## src/lss_pkg.sv

```systemverilog
// Package with the shared constants and types of the longest subarray block.
`timescale 1ns / 1ps
`default_nettype none

package lss_pkg;

    localparam int MAX_ELEMENTS = 1024;
    localparam int SUM_OFFSET   = 2048;
    localparam int TABLE_DEPTH  = 4096;
    localparam int ADDR_W       = $clog2(TABLE_DEPTH);
    localparam int VAL_W        = 16;
    localparam int SUM_W        = 27;
    localparam int IDX_W        = SUM_W + 2;
    localparam int LEN_W        = 11;
    localparam int CNT_W        = $clog2(MAX_ELEMENTS + 1);
    localparam int EPOCH_W      = 8;
    localparam int FIFO_DEPTH   = 4;
    localparam int FIFO_PTR_W   = $clog2(FIFO_DEPTH);
    localparam int FIFO_CNT_W   = $clog2(FIFO_DEPTH + 1);

    localparam bit SEED_IN = (SUM_OFFSET >= 0) && (SUM_OFFSET < TABLE_DEPTH);

    typedef logic signed [VAL_W-1:0] value_t;
    typedef logic signed [SUM_W-1:0] sum_t;
    typedef logic signed [IDX_W-1:0] idx_t;
    typedef logic [ADDR_W-1:0]       addr_t;
    typedef logic [CNT_W-1:0]        cnt_t;
    typedef logic [LEN_W-1:0]        len_t;
    typedef logic [EPOCH_W-1:0]      epoch_t;

    localparam addr_t  SEED_ADDR  = ADDR_W'(SUM_OFFSET);
    localparam idx_t   OFFSET_IDX = IDX_W'(SUM_OFFSET);
    localparam epoch_t EPOCH_NONE = '0;
    localparam epoch_t EPOCH_LAST = '1;
    localparam epoch_t EPOCH_INIT = EPOCH_W'(1);

    typedef struct packed {
        epoch_t epoch;
        cnt_t   pos;
    } entry_t;

    typedef struct packed {
        logic   en;
        addr_t  addr;
        entry_t data;
    } tbl_wr_t;

    typedef struct packed {
        len_t max_length;
        logic too_long;
    } result_t;

endpackage : lss_pkg

`default_nettype wire

```

## src/lss_ifs.sv

```systemverilog
// Handshake interfaces for the element, configuration and result channels.
`timescale 1ns / 1ps
`default_nettype none


interface lss_result_if;
    logic          valid;
    logic          ready;
    lss_pkg::len_t max_length;
    logic          too_long;

    modport source (output valid, output max_length, output too_long, input ready);
    modport sink (input valid, input max_length, input too_long, output ready);
endinterface : lss_result_if

`default_nettype wire

```

## src/lss_result_fifo.sv

```systemverilog
// Small result queue that drives the result channel.
`timescale 1ns / 1ps
`default_nettype none

module lss_result_fifo (
    input  wire                     clk,
    input  wire                     rst_n,
    input  wire                     push,
    input  wire  lss_pkg::result_t  push_data,
    output logic [lss_pkg::FIFO_CNT_W-1:0] count,
    lss_result_if.source            result
);
    import lss_pkg::*;

    result_t               mem_reg [FIFO_DEPTH];
    logic [FIFO_PTR_W-1:0] wr_ptr_reg, wr_ptr_next;
    logic [FIFO_PTR_W-1:0] rd_ptr_reg, rd_ptr_next;
    logic [FIFO_CNT_W-1:0] cnt_reg, cnt_next;
    logic                  pop;

    assign pop               = result.valid && result.ready;
    assign result.valid      = (cnt_reg != '0);
    assign result.max_length = mem_reg[rd_ptr_reg].max_length;
    assign result.too_long   = mem_reg[rd_ptr_reg].too_long;
    assign count             = cnt_reg;

    always_comb
    begin
        wr_ptr_next = push ? wr_ptr_reg + FIFO_PTR_W'(1) : wr_ptr_reg;
        rd_ptr_next = pop ? rd_ptr_reg + FIFO_PTR_W'(1) : rd_ptr_reg;
        cnt_next    = cnt_reg;
        if (push && !pop)
        begin
            cnt_next = cnt_reg + FIFO_CNT_W'(1);
        end
        else if (pop && !push)
        begin
            cnt_next = cnt_reg - FIFO_CNT_W'(1);
        end
    end

    always_ff @(posedge clk or negedge rst_n)
    begin
        if (!rst_n)
        begin
            wr_ptr_reg <= '0;
            rd_ptr_reg <= '0;
            cnt_reg    <= '0;
        end
        else
        begin
            wr_ptr_reg <= wr_ptr_next;
            rd_ptr_reg <= rd_ptr_next;
            cnt_reg    <= cnt_next;
        end
    end

    always_ff @(posedge clk)
    begin
        if (push)
        begin
            mem_reg[wr_ptr_reg] <= push_data;
        end
    end

endmodule : lss_result_fifo

`default_nettype wire

```

## src/flat_wrapper.sv

```systemverilog
// flat-port wrapper written by rule: the top's interface ports become plain ports
module lss_result_fifo_flat import lss_pkg::*;
  (clk, rst_n, push, push_data, count, result_valid, result_max_length, result_too_long, result_ready);
  lss_result_if result_i ();
  input  wire clk;
  input  wire rst_n;
  input  wire push;
  input  wire  lss_pkg::result_t push_data;
  output logic [lss_pkg::FIFO_CNT_W-1:0] count;
  output wire logic [$bits(result_i.valid)-1:0] result_valid;
  output wire logic [$bits(result_i.max_length)-1:0] result_max_length;
  output wire logic [$bits(result_i.too_long)-1:0] result_too_long;
  input wire logic [$bits(result_i.ready)-1:0] result_ready;
  assign result_valid = result_i.valid;
  assign result_max_length = result_i.max_length;
  assign result_too_long = result_i.too_long;
  assign result_i.ready = result_ready;
  lss_result_fifo u_core (.clk(clk), .rst_n(rst_n), .push(push), .push_data(push_data), .count(count), .result(result_i));
endmodule
```

## config.mk

```make
export PLATFORM = sky130hd
export DESIGN_NAME = lss_result_fifo_flat
export DESIGN_NICKNAME = d
export VERILOG_FILES = /design/src/lss_pkg.sv /design/src/lss_ifs.sv /design/src/lss_result_fifo.sv /design/src/flat_wrapper.sv
export SDC_FILE = /design/constraint.sdc
export NUM_CORES = 1
export LEC_CHECK = 0
export BUFFER_PORTS_ARGS = -buffer_cell sky130_fd_sc_hd__buf_4
export CORE_MARGIN = 8
export CORE_UTILIZATION = 55
export CTS_BUF_LIST = sky130_fd_sc_hd__clkbuf_8 sky130_fd_sc_hd__clkbuf_16
export CTS_CLUSTER_DIAMETER = 200
export CTS_CLUSTER_SIZE = 24
export DETAILED_ROUTE_END_ITERATION = 7
export PLACE_DENSITY_LB_ADDON = 0.12
export SLEW_MARGIN = 20
export SYNTH_ARGS = -nofsm -noshare
export SYNTH_HDL_FRONTEND = slang
export SYNTH_SLANG_ARGS = --single-unit
```

## constraint.sdc

```tcl
create_clock -name clk -period 4.25 [get_ports clk]
set_input_delay 0.85 -clock clk [delete_from_list [all_inputs] [get_ports clk]]
set_output_delay 0.85 -clock clk [all_outputs]
set_load 0.01 [all_outputs]
```

==> results.py <==
metrics = {
    "final_layout": {
        "utilization": 0.670,
        "regArea_um2": 1620,
        "syn_to_final_growth_pct": 15.9,
        "layout.nets": 153,
        "layout_commonest_cell": "edfxtp_1",
        "largest_reg_flops": 48,
        "multi_input_area_um2": 484,
        "nFillCells": 257,
        "mostFrequentLayoutCells": "edfxtp_1 (48), buf_4 (31), mux4_2 (8)",
        "diodes": 0,
        "drive_above_1_share": 0.348,
    },
    "sta": {
        "skew_ns": 0.00763,
        "worst_pin_slew_ns": 0.786,
        "max_slew_margin": 0.476,
        "fmax_ghz": 0.354,
        "finalSetupViolCount": 0,
        "period_share": 0.664,
        "hold_viol": 0,
        "min_period_ns": 2.82,
        "rsz0062_at_grt": "no",
        "tns_ns": 0,
        "setup_ws_ns": 1.43,
        "final_max_slew_viol_count": 0,
    },
    "cts": {
        "htree_levels": 2,
        "cts_buffers": 5,
        "cts.repair.resized": 0,
        "cts_max_path_buffers": 2,
        "cts_root_buf": "clkbuf_8",
        "clock_sinks": 55,
        "cts_tree": "done",
        "clk_pin_slew_worst_paths_ns": 0.08,
        "clock_latency_ns": 0.30,
        "cts_setup_buffers": 0,
        "cts_hold_buf": 0,
    },
    "floorplanning": {
        "die_x_um": 78.5,
        "ios": 32,
        "dieArea_um2": 6160,
        "initial_core_util": 0.578,
        "num_rows": 22,
        "core-area_um2": 3720,
        "fp.dieH_um": 78.5,
    },
    "synthesis": {
        "synth-edff-count": 48,
        "ys_ff_latch": 55,
        "synthesis.area_um2": 2150,
        "syn_nets": 118,
        "syn_inst": 96,
        "async_flop_share": 0.127,
        "ys_warn_count": 0,
        "synth.distinct_cells": 19,
        "synth_top_area_frac": 0.671,
        "synthFlopType": "edfxtp_1",
        "ys_seq_area_frac": 0.752,
        "synthTopCellsByArea": "edfxtp_1 (67%), mux4_2 (8.4%), dfrtp_1 (8.2%), mux4_1 (4.9%), ha_1 (2.9%)",
        "synth_area_per_cell_um2": 22.4,
        "synth_top_area_cell": "edfxtp_1",
    },
    "grt": {
        "grt_antenna_before_repair": 0,
        "grt_start_max_net_pins": 17,
        "grt_overflow": 0,
        "grt_pass1_wl_um": 5620,
        "grt_pass1_vias": 1092,
        "grt_usage": 0.120,
    },
    "detailed_routing": {
        "totalWireLength_um": 3340,
        "num_vias": 982,
        "viasPerCell": 5.46,
        "drtAntennaViolNets": 0,
        "drtIter0Drc": 111,
        "drc": 0,
        "drtPass1Iterations": 4,
        "wl_per_cell_um": 18.5,
    },
    "power_and_ir_drop": {
        "p_per_area_nw_per_um2": 640,
        "p_leak_nw": 0.918,
        "peakVddDrop_mv": 0.360,
    },
    "worst_setup_path": {
        "worstPathMaxFanout": 14,
        "cp_num_cells": 2,
        "cpMaxStageDelayCell": "dfrtp_1",
        "crit_start": "u_core.rd_ptr_reg[0]$_DFFE_PN0P_",
        "cp.required_ns": 3.40,
        "r2r-end": "u_core.count[2]$_DFFE_PN0P_",
        "worstPathCellList": "mux4_1 -> buf_4",
        "startpoint_type": "flip-flop",
        "r2r-start": "u_core.count[0]$_DFFE_PN0P_",
        "cpLargestDelayFamily": "flip-flops",
        "critPathKind": "reg -> out",
        "crit_arrival_ns": 1.97,
        "max_stage_delay_ns": 0.86,
        "endpoint": "result_max_length[2]",
        "critPathCaptureType": "primary output",
        "rr_worst_depth": 8,
        "crit_buf_inv": 1,
        "timing.reg2reg.setup_slack_ns": 2.12,
    },
    "job": {
        "drv_cap": 0,
    },
    "placed_design": {
        "portBuffers": 31,
        "place_ws_ns": 1.70,
        "place_congestion": 0.719,
    },
    "status": {
        "status": "complete, no violations",
    },
    "worst_hold_path": {
        "hold_path_class": "in -> async",
    },
}
[power breakdown]
group	internal (W)	switching, W	leakage [nW]
logic	0.000287	0.000212	0.348
clock network	0.000113	0.000155	0.0470
registers	0.000718	0.000106	0.523
[layer usage]
metal / share of wire / vias to the layer above / global-route usage
met3: 0.044 / 8 / 0.0353
met5: 0 / - / 0
met4: 0.017 / 0 / 0.0500
li1: - / 447 / -
met1: 0.41 / 504 / 0.144
met2: 0.53 / 23 / 0.199
[final cells by class]
| cell class | count | area share |
|---|---|---|
| clock buffer | 5 | 0.0276 |
| sequential | 55 | 0.649 |
| tap | 48 | 0.0241 |
| clock inverter | 3 | 0.00653 |
| timing repair buffer | 31 | 0.0935 |
| multi-input combinational | 35 | 0.194 |
| inverter | 3 | 0.00452 |
[how the worst min path moves through the flow]
| stage | startpoint | end | depth (start not counted) | slack (ns) |
|---|---|---|---|---|
| 4_1_cts | rst_n | u_core.count[1]$_DFFE_PN0P_ | 1 | 0.34 |
| 6_report | rst_n | u_core.rd_ptr_reg[1]$_DFFE_PN0P_ | 1 | 0.35 |
| 5_1_grt | rst_n | u_core.rd_ptr_reg[1]$_DFFE_PN0P_ | 1 | 0.35 |
| 3_5_place_dp | u_core.count[2]$_DFFE_PN0P_ | u_core.count[2]$_DFFE_PN0P_ | 1 | 0.50 |
| 3_3_place_gp | u_core.count[2]$_DFFE_PN0P_ | u_core.count[2]$_DFFE_PN0P_ | 1 | 0.47 |
| 2_1_floorplan | u_core.wr_ptr_reg[0]$_DFFE_PN0P_ | u_core.wr_ptr_reg[0]$_DFFE_PN0P_ | 1 | 0.49 |
[through the flow]
| step | hold slack [ns] | area [µm²] | cells | total power (W) |
|---|---|---|---|---|
| 2_1_floorplan | 0.491 | 2150 | 96 | 0.00114 |
| 3_3_place_gp | 0.472 | 2400 | 172 | 0.00133 |
| 3_5_place_dp | 0.499 | 2400 | 172 | 0.00135 |
| 4_1_cts | 0.343 | 2490 | 180 | 0.00162 |
| 5_1_grt | 0.346 | 2490 | 180 | 0.00168 |
| 6_report | 0.350 | 2490 | 180 | 0.00159 |
[Yosys cell counts, types with 2 or more instances]
| master | n |
|---|---|
| and2_1 | 4 |
| mux4_1 | 4 |
| edfxtp_1 | 48 |
| xnor2_1 | 3 |
| dfrtp_1 | 7 |
| xor2_1 | 3 |
| mux4_2 | 8 |
| ha_1 | 5 |
| inv_1 | 3 |
| nand2_1 | 2 |
[kinds of logic (layout without fill, tap and decap cells)]
group	Yosys count	in the layout	share of synthesized area
compound gates	1	1	0.00233
fa+ha+maj	6	6	0.0384
xor+xnor	6	6	0.0245
buf+inv	6	42	0.0221
flops	55	55	0.752
mux	13	13	0.138
simple gates	9	9	0.0221
(Power assumes the default switching activity.)
